$ cat src/rtl/tfj_pkg.sv
// ----------------------------------------------------------------------------
// tfj_pkg
// Shared constants and controller/datapath command and status types for the
// text justification core.
// ----------------------------------------------------------------------------
package tfj_pkg;

  // default buffer depth (MAX_WIDTH) and upper bound for the line width
  localparam int MaxWidth = 32;

  // field widths fixed by the interface
  localparam int CharW = 8;
  localparam int CfgW  = 6;

  // space character and width register reset value
  localparam logic [CharW-1:0] SpaceChar  = 8'd32;
  localparam logic [CfgW-1:0]  WidthReset = 6'd16;

  // commands from the controller to the datapath
  typedef struct packed {
    logic take;        // input item accepted
    logic decide;      // latch word length, restart word buffer
    logic start_line;  // word opens a new line
    logic append;      // word joins the held line after a separator
    logic copy;        // one step of the word-to-line copy
    logic prep;        // set up line emission and start the divider
    logic prep_full;   // emission is fully justified
    logic emit;        // produce one output character
    logic clear_line;  // drop the held line after the text end
  } cmd_t;

  // status from the datapath to the controller
  typedef struct packed {
    logic in_end;      // current input item ends a word
    logic text_end;    // latched text end mark
    logic line_empty;  // no word held in the line
    logic fits;        // latched word fits after the held line
    logic copy_done;   // last copy step in progress
    logic div_done;    // gap spacing quotient ready
    logic out_free;    // output register can take a character
    logic emit_last;   // next character closes the line
    logic full;        // current emission is fully justified
  } sts_t;

endpackage

$ cat src/rtl/text_full_justify_core.sv
// ----------------------------------------------------------------------------
// text_full_justify_core
// Greedy full text justification of a character stream into fixed-width
// lines.
// ----------------------------------------------------------------------------
// Characters of words come in one item at a time, marked at word end and text
// end; out come lines of exactly line_width characters, fully justified, with
// the last line of the text and single-word lines left justified and padded.
// An item that does not end a word is simply taken. An item that ends a word
// is then placed through the decide, place and copy states, since the word is
// copied into the line buffer one character per cycle over a single write
// port. When a line goes out, the serial gap divider runs first, and then the
// output characters, read from the line buffer, go out one per cycle while
// the output side is ready. No item is taken while a line is being placed or
// emitted.
// Width changes must be made only while the block is idle.
// ----------------------------------------------------------------------------
module text_full_justify_core #(
  parameter int MAX_WIDTH = tfj_pkg::MaxWidth
) (
  input  logic                      clk_i,
  input  logic                      rst_ni,
  input  logic                      cfg_we_i,
  input  logic [tfj_pkg::CfgW-1:0]  cfg_line_width_i,
  input  logic                      in_valid_i,
  output logic                      in_ready_o,
  input  logic [tfj_pkg::CharW-1:0] char_in_i,
  input  logic                      word_end_i,
  input  logic                      text_end_i,
  output logic                      out_valid_o,
  input  logic                      out_ready_i,
  output logic [tfj_pkg::CharW-1:0] char_out_o,
  output logic                      line_end_o,
  output logic                      run_last_o
);

  tfj_pkg::cmd_t cmd;
  tfj_pkg::sts_t sts;

  // sequencing
  tfj_ctrl u_ctrl (
    .clk_i      (clk_i),
    .rst_ni     (rst_ni),
    .in_valid_i (in_valid_i),
    .in_ready_o (in_ready_o),
    .sts_i      (sts),
    .cmd_o      (cmd)
  );

  // buffers, counters and output register
  tfj_datapath #(
    .MAX_WIDTH (MAX_WIDTH)
  ) u_datapath (
    .clk_i            (clk_i),
    .rst_ni           (rst_ni),
    .cmd_i            (cmd),
    .sts_o            (sts),
    .cfg_we_i         (cfg_we_i),
    .cfg_line_width_i (cfg_line_width_i),
    .char_in_i        (char_in_i),
    .word_end_i       (word_end_i),
    .text_end_i       (text_end_i),
    .out_valid_o      (out_valid_o),
    .out_ready_i      (out_ready_i),
    .char_out_o       (char_out_o),
    .line_end_o       (line_end_o),
    .run_last_o       (run_last_o)
  );

endmodule

$ cat src/rtl/tfj_div.sv
// ----------------------------------------------------------------------------
// tfj_div
// Restoring divider, one quotient bit per cycle, for the gap spacing of a
// fully justified line.
// ----------------------------------------------------------------------------
module tfj_div #(
  parameter int W = 6
) (
  input  logic         clk_i,
  input  logic         rst_ni,
  input  logic         start_i,
  input  logic [W-1:0] dividend_i,
  input  logic [W-1:0] divisor_i,
  output logic [W-1:0] quo_o,
  output logic [W-1:0] rem_o,
  output logic         done_o
);

  localparam int SW = $clog2(W + 1);

  logic [W-1:0]  rem_q, rem_d;
  logic [W-1:0]  quo_q, quo_d;
  logic [W-1:0]  dvs_q;
  logic [SW-1:0] step_q;
  logic          busy_q;
  logic          done_q;
  logic [W:0]    trial;
  logic [W:0]    diff;
  logic [W:0]    quo_sh;
  logic          ge;

  // one restoring step
  always_comb begin
    trial  = {rem_q, quo_q[W-1]};
    diff   = trial - {1'b0, dvs_q};
    ge     = (trial >= {1'b0, dvs_q});
    rem_d  = ge ? diff[W-1:0] : trial[W-1:0];
    quo_sh = {quo_q, ge};
    quo_d  = quo_sh[W-1:0];
  end

  // step control
  always_ff @(posedge clk_i or negedge rst_ni) begin
    if (!rst_ni) begin
      busy_q <= 1'b0;
      done_q <= 1'b0;
      step_q <= '0;
    end else if (start_i) begin
      busy_q <= 1'b1;
      done_q <= 1'b0;
      step_q <= '0;
    end else if (busy_q) begin
      step_q <= step_q + SW'(1);
      if (step_q == SW'(W - 1)) begin
        busy_q <= 1'b0;
        done_q <= 1'b1;
      end
    end
  end

  // operand and result registers
  always_ff @(posedge clk_i) begin
    if (start_i) begin
      rem_q <= '0;
      quo_q <= dividend_i;
      dvs_q <= divisor_i;
    end else if (busy_q) begin
      rem_q <= rem_d;
      quo_q <= quo_d;
    end
  end

  assign quo_o  = quo_q;
  assign rem_o  = rem_q;
  assign done_o = done_q;

endmodule

$ cat src/rtl/tfj_datapath.sv
// ----------------------------------------------------------------------------
// tfj_datapath
// Word and line buffers, width register, copy and emission counters, gap
// divider and the output register.
// ----------------------------------------------------------------------------
module tfj_datapath #(
  parameter int MAX_WIDTH = tfj_pkg::MaxWidth
) (
  input  logic                       clk_i,
  input  logic                       rst_ni,
  input  tfj_pkg::cmd_t              cmd_i,
  output tfj_pkg::sts_t              sts_o,
  input  logic                       cfg_we_i,
  input  logic [tfj_pkg::CfgW-1:0]   cfg_line_width_i,
  input  logic [tfj_pkg::CharW-1:0]  char_in_i,
  input  logic                       word_end_i,
  input  logic                       text_end_i,
  output logic                       out_valid_o,
  input  logic                       out_ready_i,
  output logic [tfj_pkg::CharW-1:0]  char_out_o,
  output logic                       line_end_o,
  output logic                       run_last_o
);

  localparam int AW  = (MAX_WIDTH > 1) ? $clog2(MAX_WIDTH) : 1;
  localparam int CW  = $clog2(MAX_WIDTH + 1);
  localparam int SPW = CW + 1;
  localparam int FW  = CW + 2;

  logic [tfj_pkg::CharW-1:0] word_store [MAX_WIDTH];
  logic [tfj_pkg::CharW-1:0] line_store [MAX_WIDTH];

  logic [tfj_pkg::CfgW-1:0]  cfg_q;
  logic [CW-1:0]             w_c;
  logic [CW-1:0]             word_fill_q;
  logic [CW-1:0]             wl_q, wl_c;
  logic [CW-1:0]             line_fill_q;
  logic [CW-1:0]             word_total_q;
  logic [CW-1:0]             base_q;
  logic [CW-1:0]             k_q;
  logic [CW-1:0]             wr_pos;
  logic [MAX_WIDTH-1:0]      gap_q;
  logic                      tend_q;
  logic                      full_q;
  logic                      full_c;
  logic [tfj_pkg::CharW-1:0] wrd_q;
  logic [tfj_pkg::CharW-1:0] rd_q;

  logic [CW-1:0]             i_q, i_d;
  logic [CW-1:0]             cnt_q;
  logic [CW-1:0]             g_q, g_d;
  logic [CW-1:0]             sp_q, sp_d;
  logic [CW-1:0]             pad_c, gaps_c;
  logic [CW-1:0]             quo, rmd, digit, remain;
  logic [SPW-1:0]            sp_new;
  logic                      div_done;
  logic                      from_line, is_gap, emit_space;
  logic                      emit_last;
  logic [tfj_pkg::CharW-1:0] emit_char;

  logic                      out_valid_q;
  logic [tfj_pkg::CharW-1:0] char_q;
  logic                      line_end_q;
  logic                      run_last_q;
  logic                      out_free;

  // effective width: zero acts as one, large values clamp
  always_comb begin
    if (cfg_q == '0) begin
      w_c = CW'(1);
    end else if (32'(cfg_q) > 32'(MAX_WIDTH)) begin
      w_c = CW'(MAX_WIDTH);
    end else begin
      w_c = CW'(cfg_q);
    end
  end

  always_ff @(posedge clk_i or negedge rst_ni) begin
    if (!rst_ni) begin
      cfg_q <= tfj_pkg::WidthReset;
    end else if (cfg_we_i) begin
      cfg_q <= cfg_line_width_i;
    end
  end

  // word length clipped to the width
  assign wl_c   = (word_fill_q < w_c) ? word_fill_q : w_c;
  assign wr_pos = base_q + k_q - CW'(1);

  // word and line bookkeeping
  always_ff @(posedge clk_i or negedge rst_ni) begin
    if (!rst_ni) begin
      word_fill_q  <= '0;
      wl_q         <= '0;
      line_fill_q  <= '0;
      word_total_q <= '0;
      base_q       <= '0;
      k_q          <= '0;
      gap_q        <= '0;
      tend_q       <= 1'b0;
    end else begin
      if (cmd_i.take) begin
        tend_q <= text_end_i;
        if (word_fill_q < w_c) begin
          word_fill_q <= word_fill_q + CW'(1);
        end
      end
      if (cmd_i.decide) begin
        wl_q        <= wl_c;
        word_fill_q <= '0;
      end
      if (cmd_i.start_line) begin
        line_fill_q  <= wl_q;
        word_total_q <= CW'(1);
        gap_q        <= '0;
        base_q       <= '0;
        k_q          <= '0;
      end
      if (cmd_i.append) begin
        gap_q[line_fill_q[AW-1:0]] <= 1'b1;
        base_q       <= line_fill_q + CW'(1);
        line_fill_q  <= line_fill_q + CW'(1) + wl_q;
        word_total_q <= word_total_q + CW'(1);
        k_q          <= '0;
      end
      if (cmd_i.copy) begin
        k_q <= k_q + CW'(1);
      end
      if (cmd_i.clear_line) begin
        line_fill_q  <= '0;
        word_total_q <= '0;
        gap_q        <= '0;
      end
    end
  end

  // word buffer: written on input, read during the copy
  always_ff @(posedge clk_i) begin
    if (cmd_i.take && (word_fill_q < w_c)) begin
      word_store[word_fill_q[AW-1:0]] <= char_in_i;
    end
    wrd_q <= word_store[k_q[AW-1:0]];
  end

  // line buffer: written one step behind the word read, read during emission
  always_ff @(posedge clk_i) begin
    if (cmd_i.copy && (k_q != '0)) begin
      line_store[wr_pos[AW-1:0]] <= wrd_q;
    end
    rd_q <= line_store[i_d[AW-1:0]];
  end

  // gap spacing: spare columns over the gaps, mode taken from the command
  // while the divider is being started
  assign full_c = cmd_i.prep ? cmd_i.prep_full : full_q;
  assign pad_c  = (line_fill_q < w_c) ? (w_c - line_fill_q) : '0;
  assign gaps_c = (full_c && (word_total_q > CW'(1))) ? (word_total_q - CW'(1)) : '0;

  tfj_div #(
    .W (CW)
  ) u_div (
    .clk_i      (clk_i),
    .rst_ni     (rst_ni),
    .start_i    (cmd_i.prep),
    .dividend_i (pad_c),
    .divisor_i  (gaps_c),
    .quo_o      (quo),
    .rem_o      (rmd),
    .done_o     (div_done)
  );

  assign digit  = (gaps_c != '0) ? quo : '0;
  assign remain = (gaps_c != '0) ? rmd : '0;

  // next output character
  always_comb begin
    from_line  = (i_q < line_fill_q);
    is_gap     = from_line && gap_q[i_q[AW-1:0]];
    emit_space = (sp_q != '0) || !from_line || is_gap;
    emit_char  = emit_space ? tfj_pkg::SpaceChar : rd_q;
    sp_new     = SPW'(1) + SPW'(digit) + SPW'(g_q < remain);
    emit_last  = ((SPW'(cnt_q) + SPW'(1)) == SPW'(w_c));

    i_d  = i_q;
    g_d  = g_q;
    sp_d = sp_q;
    if (cmd_i.prep) begin
      i_d  = '0;
      g_d  = '0;
      sp_d = '0;
    end else if (cmd_i.emit) begin
      if (sp_q != '0) begin
        sp_d = sp_q - CW'(1);
      end else if (from_line) begin
        i_d = i_q + CW'(1);
        if (is_gap) begin
          sp_d = CW'(sp_new - SPW'(1));
          g_d  = g_q + CW'(1);
        end
      end
    end
  end

  // emission counters
  always_ff @(posedge clk_i or negedge rst_ni) begin
    if (!rst_ni) begin
      i_q    <= '0;
      g_q    <= '0;
      sp_q   <= '0;
      cnt_q  <= '0;
      full_q <= 1'b0;
    end else begin
      i_q  <= i_d;
      g_q  <= g_d;
      sp_q <= sp_d;
      if (cmd_i.prep) begin
        cnt_q  <= '0;
        full_q <= cmd_i.prep_full;
      end else if (cmd_i.emit) begin
        cnt_q <= cnt_q + CW'(1);
      end
    end
  end

  // output register
  assign out_free = !out_valid_q || out_ready_i;

  always_ff @(posedge clk_i or negedge rst_ni) begin
    if (!rst_ni) begin
      out_valid_q <= 1'b0;
    end else if (cmd_i.emit) begin
      out_valid_q <= 1'b1;
    end else if (out_ready_i) begin
      out_valid_q <= 1'b0;
    end
  end

  always_ff @(posedge clk_i) begin
    if (cmd_i.emit) begin
      char_q     <= emit_char;
      line_end_q <= emit_last;
      run_last_q <= emit_last && (!full_q || !tend_q);
    end
  end

  assign out_valid_o = out_valid_q;
  assign char_out_o  = char_q;
  assign line_end_o  = line_end_q;
  assign run_last_o  = run_last_q;

  // status to the controller
  always_comb begin
    sts_o            = '0;
    sts_o.in_end     = word_end_i || text_end_i;
    sts_o.text_end   = tend_q;
    sts_o.line_empty = (word_total_q == '0);
    sts_o.fits       = (FW'(line_fill_q) + FW'(1) + FW'(wl_q)) <= FW'(w_c);
    sts_o.copy_done  = (k_q == wl_q);
    sts_o.div_done   = div_done;
    sts_o.out_free   = out_free;
    sts_o.emit_last  = emit_last;
    sts_o.full       = full_q;
  end

  // an empty line holds no characters
  a_empty_line : assert property (@(posedge clk_i) disable iff (!rst_ni)
    (word_total_q == '0) |-> (line_fill_q == '0))
    else $error("line holds characters but no word");

  // held line never outgrows the buffer
  a_line_bound : assert property (@(posedge clk_i) disable iff (!rst_ni)
    line_fill_q <= CW'(MAX_WIDTH))
    else $error("line fill beyond buffer depth");

  // a character is only produced into a free output register
  a_emit_free : assert property (@(posedge clk_i) disable iff (!rst_ni)
    cmd_i.emit |-> (!out_valid_q || out_ready_i))
    else $error("output overwritten before it was taken");

  // the last result of an item always closes a line
  a_last_on_end : assert property (@(posedge clk_i) disable iff (!rst_ni)
    (out_valid_q && run_last_q) |-> line_end_q)
    else $error("run end without line end");

endmodule

$ cat src/rtl/tfj_ctrl.sv
// ----------------------------------------------------------------------------
// tfj_ctrl
// Controller state machine: input acceptance, word placement, buffer copy,
// divider wait and character emission.
// ----------------------------------------------------------------------------
module tfj_ctrl (
  input  logic          clk_i,
  input  logic          rst_ni,
  input  logic          in_valid_i,
  output logic          in_ready_o,
  input  tfj_pkg::sts_t sts_i,
  output tfj_pkg::cmd_t cmd_o
);

  localparam logic [2:0] S_IDLE   = 3'd0;
  localparam logic [2:0] S_DECIDE = 3'd1;
  localparam logic [2:0] S_PLACE  = 3'd2;
  localparam logic [2:0] S_COPY   = 3'd3;
  localparam logic [2:0] S_DIV    = 3'd4;
  localparam logic [2:0] S_EMIT   = 3'd5;

  logic [2:0] state_q, state_d;

  // next state and commands
  always_comb begin
    state_d    = state_q;
    cmd_o      = '0;
    in_ready_o = 1'b0;
    unique case (state_q)
      S_IDLE: begin
        in_ready_o = 1'b1;
        if (in_valid_i) begin
          cmd_o.take = 1'b1;
          if (sts_i.in_end) begin
            state_d = S_DECIDE;
          end
        end
      end
      S_DECIDE: begin
        cmd_o.decide = 1'b1;
        state_d      = S_PLACE;
      end
      S_PLACE: begin
        if (sts_i.line_empty) begin
          cmd_o.start_line = 1'b1;
          state_d          = S_COPY;
        end else if (sts_i.fits) begin
          cmd_o.append = 1'b1;
          state_d      = S_COPY;
        end else begin
          cmd_o.prep      = 1'b1;
          cmd_o.prep_full = 1'b1;
          state_d         = S_DIV;
        end
      end
      S_COPY: begin
        cmd_o.copy = 1'b1;
        if (sts_i.copy_done) begin
          if (sts_i.text_end) begin
            cmd_o.prep = 1'b1;
            state_d    = S_DIV;
          end else begin
            state_d = S_IDLE;
          end
        end
      end
      S_DIV: begin
        if (sts_i.div_done) begin
          state_d = S_EMIT;
        end
      end
      S_EMIT: begin
        if (sts_i.out_free) begin
          cmd_o.emit = 1'b1;
          if (sts_i.emit_last) begin
            if (sts_i.full) begin
              cmd_o.start_line = 1'b1;
              state_d          = S_COPY;
            end else begin
              cmd_o.clear_line = 1'b1;
              state_d          = S_IDLE;
            end
          end
        end
      end
      default: begin
        state_d = S_IDLE;
      end
    endcase
  end

  always_ff @(posedge clk_i or negedge rst_ni) begin
    if (!rst_ni) begin
      state_q <= S_IDLE;
    end else begin
      state_q <= state_d;
    end
  end

endmodule

$ cat config.mk
export PLATFORM = sky130hd
export DESIGN_NAME = text_full_justify_core
export DESIGN_NICKNAME = d
export VERILOG_FILES = /design/src/rtl/tfj_pkg.sv /design/src/rtl/text_full_justify_core.sv /design/src/rtl/tfj_div.sv /design/src/rtl/tfj_datapath.sv /design/src/rtl/tfj_ctrl.sv
export SDC_FILE = /design/constraint.sdc
export NUM_CORES = 1
export LEC_CHECK = 0
export ABC_AREA = 1
export BUFFER_PORTS_ARGS = -buffer_cell sky130_fd_sc_hd__buf_2
export CORE_ASPECT_RATIO = 1.1
export CORE_MARGIN = 5
export CORE_UTILIZATION = 45
export CTS_BUF_LIST = sky130_fd_sc_hd__clkbuf_16
export CTS_CLUSTER_SIZE = 24
export DETAILED_ROUTE_END_ITERATION = 10
export HOLD_SLACK_MARGIN = 0.12
export RECOVER_POWER = 25
export SETUP_SLACK_MARGIN = 0.3
export SLEW_MARGIN = 20
export SYNTH_ARGS = -nofsm -noshare
export SYNTH_HDL_FRONTEND = slang
export SYNTH_SLANG_ARGS = --single-unit
$ cat constraint.sdc
create_clock -name clk_i -period 6.99 [get_ports clk_i]
set_clock_uncertainty 0.1 [all_clocks]
set_input_delay 0.3495 -clock clk_i [delete_from_list [all_inputs] [get_ports clk_i]]
set_output_delay 0.3495 -clock clk_i [all_outputs]
set_load 0.005 [all_outputs]
# Yosys cells after proc, flatten, opt, wreduce, memory -nomap -nowiden

Memory sizes are Yosys's and may differ from the RTL's. A register that Yosys moved wholly into a read port is not among the register bits.
Index checks and enable logic that the tools add are counted.
W data, S select, Z words.

Input port bits: 21
Word-level logic and storage cells: 211
Register bits after elaboration: 136
Output and inout port bits: 12
Memories: 2
RAM bits: 512

Equal/unequal tests: 15
Bitwise operators: 1
Add/sub/neg operators: 21
Order comparisons: 11
Reductions and logical operators: 40
Multiplexer cells: 95

Memories:

| memory                | depth | bits a word | rd ports | clocked after Yosys merged registers in | write ports | line               | text |
|---|---|---|---|---|---|---|---|
| u_datapath.line_store | 32    | 8           | 1        | 1                                       | 1           | tfj_datapath.sv:31 | `logic [tfj_pkg::CharW-1:0] line_store [MAX_WIDTH];` |
| u_datapath.word_store | 32    | 8           | 1        | 1                                       | 1           | tfj_datapath.sv:30 | `logic [tfj_pkg::CharW-1:0] word_store [MAX_WIDTH];` |

Operators by type and width:

| kind                  | number |
|---|---|
| $mux W6               | 38 |
| $mux W32              | 3 |
| $add A6 B1 Y6 const B | 7 |
| $mux W3               | 11 |
| $mux W1               | 32 |
| $or A32 B32 Y32       | 1 |
| $lt A6 B6 Y1          | 4 |
| $pmux W3 S6           | 1 |
| $reduce_bool A2 Y1    | 9 |
| $reduce_bool A6 Y1    | 3 |
| $sub A6 B1 Y6 const B | 3 |
| $add A6 B1 Y7 const B | 2 |
| $logic_not A6 Y1      | 2 |
| $lt A5 B6 Y1 const B  | 2 |
| $reduce_bool A3 Y1    | 4 |
| $sub A6 B6 Y6         | 2 |
| $mux W2               | 5 |
| $eq A3 B3 Y1 const B  | 3 |
| $add A8 B6 Y8         | 1 |
| $le A8 B6 Y1          | 1 |
| $ne A2 B2 Y1 const B  | 4 |
| $eq A7 B6 Y1          | 1 |
| $ge A7 B6 Y1          | 1 |
| $add A1 B6 Y6 const A | 1 |
| other kinds (24)      | 42 |

# Logic depth before layout (Yosys ltp)

Gate-level depths: netlist of run 1.

Word-level depth: 20
Depth in mapped cells: 40

# Cells and area by module

Synthesis of run 1 repeated with hierarchy kept, for this count alone.

Cell total of the unflattened synthesis: 3,100
Area total of the unflattened synthesis: 31,212.4 um^2

Modules (own cells, without submodules):

| module       | instances | area each (um^2) | seq. area each (um^2) | cells an instance |
|---|---|---|---|---|
| tfj_datapath | 1         | 29,548.3         | 18,499.0              | 2,894 |
| tfj_div      | 1         | 1,323.8          | 605.6                 | 154 |
| tfj_ctrl     | 1         | 340.3            | 75.1                  | 52 |

# Worst setup path after synthesis of run 1

OpenSTA, ideal clock, no wires.

Path kind: reg-to-reg
Start: reg u_datapath.line_fill_q[0]
End: reg u_datapath.sp_q[4]
Cell stages (with the launch flop): 35
Data required time: 6.774 ns
Setup time: 0.116 ns
Setup slack: 2.101 ns
Arrival: 4.672 ns
Buffers on the path: 1
Period minus slack after synthesis: 4.889 ns
Path through: dfrtp_1 -> ha_1 -> xor2_1 -> ha_1 -> a21oi_1 -> nand2_1 -> nand2_1 -> nand2_1 -> nor2_1 -> xor2_1 -> inv_1 -> ha_1 -> nand2_1 -> inv_1 -> o21a_1 -> nand2_1 -> inv_2 -> nand3_2 -> nand2_2 -> o21ai_1 -> o211ai_1 -> nand3_1 -> buf_4 -> nand2_1 -> ha_1 -> a21oi_1 -> o21ai_0 -> nor2_1 -> ha_1 -> ha_1 -> nand4_1 -> a21oi_1 -> o21ai_0 -> nand2_1 -> nand2_1

Longest elaborated chain between the ends: 19
Elaborated cells between the ends (all ways): 28
Classes of those cells: add/sub: 5; order compare: 3; mux: 13; reduce/logical: 7

RTL lines:

| item                                                 | line                | text |
|---|---|---|
| start: declaration                                   | tfj_datapath.sv:37  | `logic [CW-1:0] line_fill_q;` |
| start signal: assignment                             | tfj_datapath.sv:113 | `line_fill_q <= wl_q;` |
| start signal: assignment                             | tfj_datapath.sv:122 | `line_fill_q <= line_fill_q + CW'(1) + wl_q;` |
| $add A6 B1 Y7 *                                      | tfj_datapath.sv:257 | `sts_o.fits = (FW'(line_fill_q) + FW'(1) + FW'(wl_q)) <= FW'(w_c);` |
| $add A8 B6 Y8 *                                      | tfj_datapath.sv:257 |  |
| $le A8 B6 Y1 *                                       | tfj_datapath.sv:257 |  |
| $mux W2 *                                            | tfj_ctrl.sv:47      | `end else if (sts_i.fits) begin` |
| $mux W2 *                                            | tfj_ctrl.sv:44      | `if (sts_i.line_empty) begin` |
| $pmux W1 S2 / $mux W1 (equally long branches)        | tfj_ctrl.sv:29      | `unique case (state_q)` |
| $mux W1 *                                            | --                  |  |
| via u_datapath.full_c                                | tfj_datapath.sv:45  | `logic full_c;` |
| (+4 left out)                                        | --                  |  |
| $add A1 B6 Y6 / $lt A6 B6 Y1 (equally long branches) | tfj_datapath.sv:181 | `sp_new = SPW'(1) + SPW'(digit) + SPW'(g_q < remain);` |
| $add A6 B1 Y6 *                                      | tfj_datapath.sv:181 |  |
| $sub A6 B1 Y6 *                                      | tfj_datapath.sv:197 | `sp_d = CW'(sp_new - SPW'(1));` |
| $mux W6 *                                            | tfj_datapath.sv:196 | `if (is_gap) begin` |
| $mux W6 *                                            | tfj_datapath.sv:194 | `end else if (from_line) begin` |
| $mux W6 *                                            | tfj_datapath.sv:192 | `if (sp_q != '0) begin` |
| $mux W6 *                                            | tfj_datapath.sv:191 | `end else if (cmd_i.emit) begin` |
| $mux W6 *                                            | tfj_datapath.sv:187 | `if (cmd_i.prep) begin` |
| end signal: assignment                               | tfj_datapath.sv:215 | `sp_q <= sp_d;` |
| end: declaration                                     | tfj_datapath.sv:52  | `logic [CW-1:0] sp_q, sp_d;` |

The timed path passes the listed nets; every way through them passes the cells marked *. The select of a mux whose other input is x is not followed.
A chain may end at the register's enable or synchronous reset.

# Final worst setup path of run 1

Start: reg u_datapath.line_fill_q[0]
End: reg u_datapath.rd_q[0] (netlist name) (read register of u_datapath.line_store)

Longest elaborated chain between the ends: 7
Elaborated cells between the ends (all ways): 11
Classes of those cells: add/sub: 2; order compare: 2; mux: 7

RTL lines:

| item             | line                | text |
|---|---|---|
| $add A6 B1 Y7    | tfj_datapath.sv:257 |  |
| $add A8 B6 Y8    | tfj_datapath.sv:257 |  |
| $le A8 B6 Y1     | tfj_datapath.sv:257 |  |
| $mux W2          | tfj_ctrl.sv:47      |  |
| $mux W2          | tfj_ctrl.sv:44      |  |
| $pmux W1 S2      | tfj_ctrl.sv:29      |  |
| $mux W6 *        | tfj_datapath.sv:187 |  |
| end: declaration | tfj_datapath.sv:47  | `logic [tfj_pkg::CharW-1:0] rd_q;` |

Mark *: on every way between the ends. The rest lies on a longest branch, timed or not. The select of a mux whose other input is x is not followed.

==> results of run 1 <==
-- repair_timing --
action | in CTS | in global routing
endpoints found under the hold margin | 53 | 0
hold buffers | 24 | 0
endpoints found under the setup margin | 0 | 0
-- cell usage after synthesis, types with 69 or more instances --
cell type  instances
dfrtp_1          107
o211ai_1          79
nor2_1           412
nand3_1          159
edfxtp_1         534
o22ai_1           79
o21ai_0          268
a21oi_1           74
inv_1            198
clkbuf_1          69
nand2_1          267
ha_1              69
-- power breakdown --
group          total, W  switching (W)  internal, W
combinational   0.00526        0.00366      0.00161
sequential      0.00530       0.000326      0.00497
clock           0.00365        0.00155      0.00210
-- cells in the final DEF (no fill, tap or decap), types with 6 or more instances in the layout --
master | Yosys | routed
a21oi_1 | 74 | 74
buf_2 | 25 | 23
buf_4 | 16 | 19
bufinv_16 | 0 | 6
clkbuf_1 | 69 | 11
clkbuf_16 | 0 | 72
clkinv_1 | 2 | 11
clkinv_2 | 1 | 14
dfrtp_1 | 107 | 106
dfxtp_1 | 22 | 22
dlygate4sd3_1 | 0 | 24
edfxtp_1 | 534 | 534
ha_1 | 69 | 69
inv_1 | 198 | 221
inv_2 | 17 | 15
nand2_1 | 267 | 267
nand3_1 | 159 | 159
nand4_1 | 28 | 28
nor2_1 | 412 | 412
nor3_1 | 16 | 16
o211ai_1 | 79 | 79
o21ai_0 | 268 | 268
o21ai_1 | 24 | 24
o221ai_1 | 22 | 22
o22ai_1 | 79 | 79
or2_1 | 46 | 46
or2_2 | 34 | 34
xnor2_1 | 9 | 9
xor2_1 | 23 | 23
-- worst min-delay path, cell delays in order --
cell and delay (ns):
buf_2 0.09, o21ai_0 0.19, a21oi_1 0.13, o21ai_0 0.15
-- sequential cells by signal, summed over array words and instances (netlist names), 8 cells and up --
signal	cells
u_datapath.char_out_o	8
u_datapath.gap_q	32
u_datapath.line_store	256
u_datapath.rd_q	8
u_datapath.word_store	256
u_datapath.wrd_q	8
-- metrics by stage --
| step | total power (W) | utilization (%) | worst slack, ns | std cells |
|---|---|---|---|---|
| finish | 0.0142 | 50.5 | 1.29 | 3611 |
| global route | 0.0152 | 50.5 | 0.638 | 3611 |
| CTS | 0.0143 | 50.5 | 1.32 | 3611 |
| detailed placement | 0.0106 | 46.7 | 1.31 | 3459 |
| global placement | 0.0105 | 46.7 | 1.38 | 3459 |
| floorplan | 0.00904 | - | 2.10 | 2678 |
-- area by class of cell --
type / count / area, um^2 / share of cell area, %
Clock buffer: 72 / 1800 / 5.48
Clock inverter: 56 / 462 / 1.40
Inverter: 218 / 822 / 2.50
Multi-Input combinational cell: 1671 / 8940 / 27.2
Sequential cell: 664 / 19200 / 58.4
Tap cell: 850 / 1060 / 3.24
Timing Repair Buffer: 80 / 599 / 1.82
-- routing by layer --
layer | up-vias | GRT usage [%]
li1 | 9522 | -
met1 | 9944 | 28.1
met2 | 553 | 33.5
met3 | 100 | 2.98
met4 | 0 | 5.51
met5 | - | 0
-- path summary, 6_finish.rpt --
kind	to	slack [ns]	cells past startpoint
min in group asynchronous	u_datapath.word_total_q[4]$_DFFE_PN0P_	1.02	2
min	u_ctrl.state_q[2]$_DFFE_PN0P_	0.25	4
max	u_datapath.rd_q[0]$_DFF_P_	1.29	29
min reg2reg	u_datapath.u_div.rem_o[5]$_SDFFE_PN0P_	0.40	2
max in group asynchronous	u_datapath.k_q[0]$_DFFE_PN0P_	3.73	3
max reg2reg	u_datapath.rd_q[0]$_DFF_P_	1.29	29
-- cell families (layout without fill, tap and decap cells) --
family,count (synthesis),count (layout),share of synthesized area (%)
DFF,664,664,64.9
and+or+nand+nor,988,988,14.7
adders and majority gates,73,73,3.19
buffers and inverters,343,426,4.92
AOI/OAI and AO/OA,578,578,11.4
xor gates and xnor gates,32,32,0.948
==> summary.md, run 1 <==
| Metric | Value |
|---|---|
| Critical Path Sink Type | `flip-flop` |
| Post-Syn Nets | `2772` |
| Hold slack final | `0.249 ns` |
| Max VDD drop | `238 uV` |
| IO Port Bufs | `32` |
| IO Pins | `33` |
| Vias post-DR | `20119` |
| Hold_sp | `word_end_i` |
| Largest net degree at the start of global routing | `130` |
| Hold Path Class | `input port to flip-flop` |
| Violated checks | `capacitance limit, slew limit` |
| Drt pass-1 iters | `5` |
| Detail Route Antenna Nets | `0` |
| Final RePlAce weighted congestion | `0.827` |
| Dpl hpwl | `43.8 mm` |
| # setup viols final | `0` |
| Overall routing resource usage | `20.2%` |
| Pleak | `12.3 nW` |
| Total gr overflow | `0` |
| Max-slew headroom | `-75.5%` |
| Tcrit/Tclk final | `81.6%` |
| FP Rows | `98` |
| Max layer used | `met4` |
| Sequential-to-total area share from yosys stat | `64.9%` |
| Area overhead of the layout relative to synthesis | `11.2%` |
| Final-report max-slew violation count | `310` |
| Fillers | `5731` |
| RSZ-0062 raised after global routing | `false` |
| CP Launch Point | `u_datapath.line_fill_q[0]$_DFFE_PN0P_` |
| Cell family with most CP delay | `simple AND/OR/NAND/NOR gates` |
| First-pass GRT wire length | `114 mm` |
| Final hold vios | `0` |
| Setup TNS | `0 ns` |
| Critical R2R Launch | `u_datapath.line_fill_q[0]$_DFFE_PN0P_` |
| Wire length on met2 | `35.4 mm` |
| Yosys reg bits | `664` |
| Most common cell on crit path | `nand2_1` |
| CP peak stage delay | `0.71 ns` |
| Routed wire length | `72.7 mm` |
| EDFF count, synth | `534` |
| Status | `finished with violations` |
| Worst Path Buf+Inv | `7` |
| Post-route cell area | `32900 um^2` |
| Cts repair resizes | `0` |
| Startpoint Class | `flip-flop` |
| Arr. time, crit path | `6.16 ns` |
| Die Wd | `254 um` |
| Vias/cell | `5.57` |
| Initial core utilization | `45.4%` |
| Initial antenna violation count | `0` |
| Synth async-reset ratio | `16.3%` |
| Wire length on met1 | `32.1 mm` |
| Clock transition at path regs | `0.06 ns` |
| TritonCTS Sinks | `664` |
| Crit-path slowest cell | `nand3_1` |
| Root Buffer | `clkbuf_16` |
| Synth warn | `0` |
| Commonest register cell after synthesis | `edfxtp_1` |
| DRC | `0` |
| Proportion of layout cells with a drive suffix above 1 | `7.82%` |
| WL per Instance | `20.1 um` |
| Transition time of the tightest slew-check pin | `2.63 ns` |
| Synth top area share | `54.2%` |
| WL met3 | `3.81 mm` |
| Antenna Cells | `0` |
| Worst-Skew Late Latency | `0.61 ns` |
| Largest cells by area after synthesis | `edfxtp_1, dfrtp_1, nor2_1, o21ai_0, nand2_1` |
| H-tree depth | `3` |
| Post-synthesis cell area | `29600 um^2` |
| Setup CP Type | `flip-flop to flip-flop` |
| Avg Inst Size Synth | `11.0 um^2` |
| Area of the die | `71000 um^2` |
| Vias in the first global route | `19886` |
| Core ar. | `65100 um^2` |
| CP Max Fanout | `27` |
| Postcts setup bufs | `0` |
| CTS max path bufs | `3` |
| Crit path required time | `7.45 ns` |
| Num CTS Buffers | `71` |
| Highest clock rate | `175 MHz` |
| Initial DRC Count | `1580` |
| Vert. Die Dim | `279 um` |
| Max cap viols | `9` |
| Post-synth cell types | `55` |
| Post-DP Area | `30400 um^2` |
| # nets final | `2800` |
| PD cells | `432 nW/um^2` |
| Largest area contributor in the netlist | `edfxtp_1` |
| Syn Inst Count | `2678` |
| Min cycle time layout | `5.70 ns` |
| CTS tree | `yes` |
(Power assumes the default switching activity.)
==> inputs of run 2 (changes only) <==
clock period = 5.35 ns   (was 6.99 ns; I/O delays follow)
==> run 2 against run 1 <==
Against the previous run:
- critical path type unchanged
- highest routed layer unchanged
- total power rose by 34%
- hold slack got worse by 0.073 ns
- die area did not move
- the flow still finishes with violations (capacitance limit, slew limit)
- core utilization rose by 1.0 points
- routed wire length fell by 1.6%
- worst setup slack got worse by 0.71 ns
- combinational power rose by 38%
- critical path depth rose by 8
- global-route usage fell by 0.40 points
- clock-buffer cell count rose by 1
- cell count rose by 1.1%
- clock power rose by 35%
==> summary.md, run 2 (same netlist as run 1, synthesis figures left out) <==
| Metric | Value |
|---|---|
| Core ar. | `65100 um^2` |
| Area of the die | `71000 um^2` |
| Crit path required time | `5.74 ns` |
| Routed wire length | `71.5 mm` |
| Vias/cell | `5.55` |
| WL per Instance | `19.6 um` |
| Worst Path Buf+Inv | `6` |
| Max VDD drop | `284 uV` |
| First-pass GRT wire length | `112 mm` |
| Violated checks | `capacitance limit, slew limit` |
| # nets final | `2838` |
| RSZ-0062 raised after global routing | `true` |
| Status | `finished with violations` |
| Initial DRC Count | `1685` |
| Root Buffer | `clkbuf_16` |
| CP peak stage delay | `0.41 ns` |
| Vias post-DR | `20243` |
| Detail Route Antenna Nets | `0` |
| Pleak | `12.5 nW` |
| IO Port Bufs | `32` |
| Cell family with most CP delay | `simple AND/OR/NAND/NOR gates` |
| Final-report max-slew violation count | `380` |
| Transition time of the tightest slew-check pin | `2.76 ns` |
| DRC | `0` |
| Highest clock rate | `209 MHz` |
| Initial core utilization | `45.4%` |
| Clock transition at path regs | `0.06 ns` |
| Antenna Cells | `0` |
| Initial antenna violation count | `0` |
| Total gr overflow | `0` |
| CP Max Fanout | `7` |
| Most frequent cells in the layout | `edfxtp_1, nor2_1, o21ai_0, nand2_1, inv_1` |
| Max-slew headroom | `-84.2%` |
| Min cycle time layout | `4.77 ns` |
| Area overhead of the layout relative to synthesis | `13.4%` |
| Num CTS Buffers | `72` |
| Arr. time, crit path | `5.17 ns` |
| Most common cell after layout, fill and taps aside | `edfxtp_1` |
| Largest net degree at the start of global routing | `129` |
| H-tree depth | `3` |
| Startpoint Class | `flip-flop` |
| CTS max path bufs | `3` |
| Setup TNS | `0 ns` |
| Final RePlAce weighted congestion | `0.864` |
| Final hold vios | `0` |
| Critical Path Sink Type | `flip-flop` |
| IO Pins | `33` |
| PD cells | `569 nW/um^2` |
| Hold slack final | `0.176 ns` |
| CTS tree | `yes` |
| Drt pass-1 iters | `5` |
| Hold Path Class | `input port to flip-flop` |
| Die Wd | `254 um` |
| Tcrit/Tclk final | `89.2%` |
| Crit-path slowest cell | `dfrtp_1` |
| Max cap viols | `11` |
| # setup viols final | `0` |
| Vias in the first global route | `19818` |
| Overall routing resource usage | `19.8%` |
| TritonCTS Sinks | `664` |
| Vert. Die Dim | `279 um` |
| Dpl hpwl | `43.7 mm` |
| Proportion of layout cells with a drive suffix above 1 | `10.5%` |
| Setup CP Type | `flip-flop to flip-flop` |
| Worst-Skew Late Latency | `0.62 ns` |
| FP Rows | `98` |
## run 2: power by group
group	leakage (nW)	internal (W)	switching, W	total (W)
Combinational	4.99	0.00239	0.00487	0.00726
Clock	1.18	0.00288	0.00203	0.00491
Sequential	6.29	0.00651	0.000414	0.00693
## run 2: timing repair
item | CTS | global route
setup buffers | 1 | 7
endpoints found under the setup margin | 6 | 14
pin swaps | 1 | 37
hold buffers | 30 | 0
gates resized for setup | 5 | 57
hold endpoints to repair | 192 | 0
## run 2: layout make-up
type | count | area [um^2]
fillers | 5624 | 31600
well taps | 850 | 1060
clock buffers | 73 | 1830
flip-flops and latches | 664 | 19200
inverters | 218 | 825
multi-input cells | 1671 | 9230
repair buffers | 117 | 912
clock inverters | 57 | 504
## run 2: tightest hold or removal path, stage by stage
cell,delay [ns]
buf_2,0.10
o21ai_0,0.21
a21oi_1,0.13
o21ai_0,0.14
## run 2: worst paths after layout
| check | startpoint | to | slack (ns) | depth (start not counted) |
|---|---|---|---|---|
| setup / recovery | u_datapath.line_fill_q[0]$_DFFE_PN0P_ | u_datapath.sp_q[4]$_DFFE_PN0P_ | 0.58 | 37 |
| hold / removal | word_end_i | u_ctrl.state_q[2]$_DFFE_PN0P_ | 0.18 | 4 |
| setup reg to reg | u_datapath.line_fill_q[0]$_DFFE_PN0P_ | u_datapath.sp_q[4]$_DFFE_PN0P_ | 0.58 | 37 |
| hold reg to reg | u_datapath.i_q[5]$_DFFE_PN0P_ | u_datapath.i_q[5]$_DFFE_PN0P_ | 0.39 | 1 |
| max in group asynchronous | rst_ni | u_datapath.line_fill_q[2]$_DFFE_PN0P_ | 2.15 | 3 |
| min in group asynchronous | rst_ni | u_datapath.word_fill_q[2]$_DFFE_PN0P_ | 0.99 | 2 |
## run 2: per-stage QoR
stage	instances	instance area, um^2	utilization, %	worst slack [ns]	total power, W
CTS	3643	33200	51.1	0.305	0.0189
global placement	3482	30600	47.0	0.184	0.0137
floorplan	2678	29600	-	0.461	0.0118
finish	3650	33500	51.5	0.577	0.0191
detailed placement	3482	30600	47.0	0.00956	0.0139
global route	3650	33500	51.5	0.159	0.0204
## run 2: metal layers
layer  wire (um)  global-route usage [%]  vias up
met2       34000                    31.8      544
met3        3900                    2.82      123
met5           0                       0        -
li1            -                       -     9603
met1       31500                    27.9     9973
met4        2080                    6.80        0
==> inputs of run 3 (changes only) <==
CORE_UTILIZATION = 30   (was 45)
GPL_TIMING_DRIVEN = 0   (was default)
HOLD_SLACK_MARGIN = default   (was 0.12)
==> run 3 against run 2 <==
Against the previous run:
- the run still ends with capacitance limit, slew limit left
- sequential power increased by 3.9%
- register-to-register slack lost 0.08 ns
- via count up 2.3%
- critical path depth down 6
- flip-flop and latch count stayed put
- largest power group unchanged
- core utilization down 16 points
- combinational power rose by 6.2%
==> summary.md, run 3 (same netlist as run 1, synthesis figures left out) <==
| Metric | Value |
|---|---|
| Final hold vios | `0` |
| Most common cell after layout, fill and taps aside | `edfxtp_1` |
| Wire length on met1 | `34.4 mm` |
| Tcrit/Tclk final | `90.6%` |
| Fillers | `9633` |
| CP peak stage delay | `0.52 ns` |
| Final setup margin | `0.501 ns` |
| Max-slew headroom | `-23.8%` |
| Wire length on met2 | `39.2 mm` |
| Overall routing resource usage | `15.1%` |
| Detail Route Antenna Nets | `0` |
| FP Rows | `120` |
| WL met3 | `4.79 mm` |
| Vias in the first global route | `20351` |
| Core ar. | `97600 um^2` |
| WL per Instance | `19.6 um` |
| Num CTS Buffers | `72` |
| Highest clock rate | `206 MHz` |
| First-pass GRT wire length | `123 mm` |
| # setup viols final | `0` |
| Initial antenna violation count | `2` |
| Area overhead of the layout relative to synthesis | `15.8%` |
| Clock transition at path regs | `0.06 ns` |
| Most frequent cells in the layout | `edfxtp_1, nor2_1, o21ai_0, nand2_1, inv_1` |
| Max cap viols | `8` |
| Vias/cell | `4.98` |
| Initial core utilization | `30.3%` |
| Final-report max-slew violation count | `264` |
| Dpl hpwl | `54.2 mm` |
| Vias post-DR | `20715` |
| Arr. time, crit path | `5.31 ns` |
| Setup CP Type | `flip-flop to flip-flop` |
| Fin cells | `4158` |
| Startpoint Class | `flip-flop` |
| Drt pass-1 iters | `7` |
| Area of the die | `105000 um^2` |
| Placed insts | `3993` |
| Worst-Skew Late Latency | `0.62 ns` |
| RSZ-0062 raised after global routing | `true` |
| Crit-path slowest cell | `clkbuf_1` |
| IO Port Bufs | `32` |
| Initial DRC Count | `1905` |
| Pleak | `12.6 nW` |
| Violated checks | `capacitance limit, slew limit` |
| Antenna Cells | `0` |
| Critical Path Sink Type | `flip-flop` |
| Crit path required time | `5.81 ns` |
| Vert. Die Dim | `339 um` |
| Min cycle time layout | `4.85 ns` |
| Root Buffer | `clkbuf_16` |
| DRC | `0` |
| CP Max Fanout | `10` |
| Status | `finished with violations` |
| Most common cell on crit path | `nand2_1` |
| IO Pins | `33` |
| Die Wd | `309 um` |
| CTS max path bufs | `3` |
| Largest net degree at the start of global routing | `76` |
| Max VDD drop | `253 uV` |
| CTS tree | `yes` |
| # nets final | `2913` |
| TritonCTS Sinks | `664` |
| PD cells | `578 nW/um^2` |
| H-tree depth | `3` |
| Proportion of layout cells with a drive suffix above 1 | `10.9%` |
| Routed wire length | `81.5 mm` |
| Final RePlAce weighted congestion | `0.881` |
| Pre-CTS WS | `-0.453 ns` |
| Hold Path Class | `input port to flip-flop` |
| Transition time of the tightest slew-check pin | `1.86 ns` |
| Total gr overflow | `0` |
| Max layer used | `met5` |
-- run 3: changes by cell type in the layout (fill, tap and decap cells not counted), sizes merged --
cell | previous run | this run
clkbuf | 85 | 156
bufinv | 8 | 6
clkinv | 39 | 31
clkinvlp | 0 | 5
buf | 75 | 96
dlygate4sd3 | 30 | 14
inv | 228 | 234
-- run 3: stage by stage --
stage	total power, W	setup TNS (ns)	utilization [%]	hold WS (ns)	cell area, um^2
floorplan	0.0118	0	-	-0.128	29600
detailed placement	0.0145	-1.91	32.2	0.0853	31400
finish	0.0198	0	35.1	0.0717	34300
CTS	0.0196	0	34.9	0.0325	34000
global placement	0.0144	-1.81	32.1	0.362	31300
global route	0.0210	0	35.1	0.0875	34300
-- run 3: area by class of cell --
class / instances / area [um^2] / area share, %
flip-flops and latches: 664 / 19200 / 56.0
multi-input cells: 1671 / 9200 / 26.9
clock buffers: 74 / 1850 / 5.41
well taps: 1281 / 1600 / 4.68
inverters: 218 / 835 / 2.44
plain buffers: 125 / 639 / 1.87
clock inverters: 58 / 469 / 1.37
repair buffers: 67 / 465 / 1.36
-- run 3: final timing paths --
check                                                      start                              to  slack [ns]  cells past startpoint
setup reg to reg           u_datapath.line_fill_q[0]$_DFFE_PN0P_      u_datapath.rd_q[0]$_DFF_P_        0.50                     31
max in group asynchronous                                 rst_ni  u_datapath.wl_q[5]$_DFFE_PN0N_        2.44                      4
hold / removal                                        in_valid_i   u_ctrl.state_q[2]$_DFFE_PN0P_        0.07                      4
hold reg to reg                    u_datapath.i_q[5]$_DFFE_PN0P_   u_datapath.i_q[5]$_DFFE_PN0P_        0.38                      1
setup / recovery           u_datapath.line_fill_q[0]$_DFFE_PN0P_      u_datapath.rd_q[0]$_DFF_P_        0.50                     31
min in group asynchronous                                 rst_ni   u_datapath.k_q[1]$_DFFE_PN0P_        0.91                      3
-- run 3: timing repair --
action                     CTS  global route
setup buffers                9            10
setup endpoints to repair   11            14
hold endpoints to repair   116             0
cloned                       0             0
hold buffers                14             0
resized for setup           18            44
pin swaps                    5            28
-- run 3: power by group --
group | total, W | leakage (nW) | switching [W] | internal (W)
Combinational | 0.00771 | 5.09 | 0.00521 | 0.00250
Sequential | 0.00720 | 6.29 | 0.000696 | 0.00650
Clock | 0.00490 | 1.18 | 0.00208 | 0.00282
-- run 3: worst max-delay path, delay by kind of cell, from the launching register on --
| family | cells | cell delay [ns] |
|---|---|---|
| adders and majority gates | 3 | 0.62 |
| buffers and inverters | 7 | 1.08 |
| AOI/OAI and AO/OA | 4 | 0.68 |
| DFF | 1 | 0.44 |
| xor gates and xnor gates | 1 | 0.19 |
| and+or+nand+nor | 16 | 1.65 |
-- run 3: per-layer routing --
layer	vias up	GRT usage, %
met5	-	0
met4	4	6.05
met3	169	2.24
met2	661	25.2
met1	10109	19.8
li1	9772	-
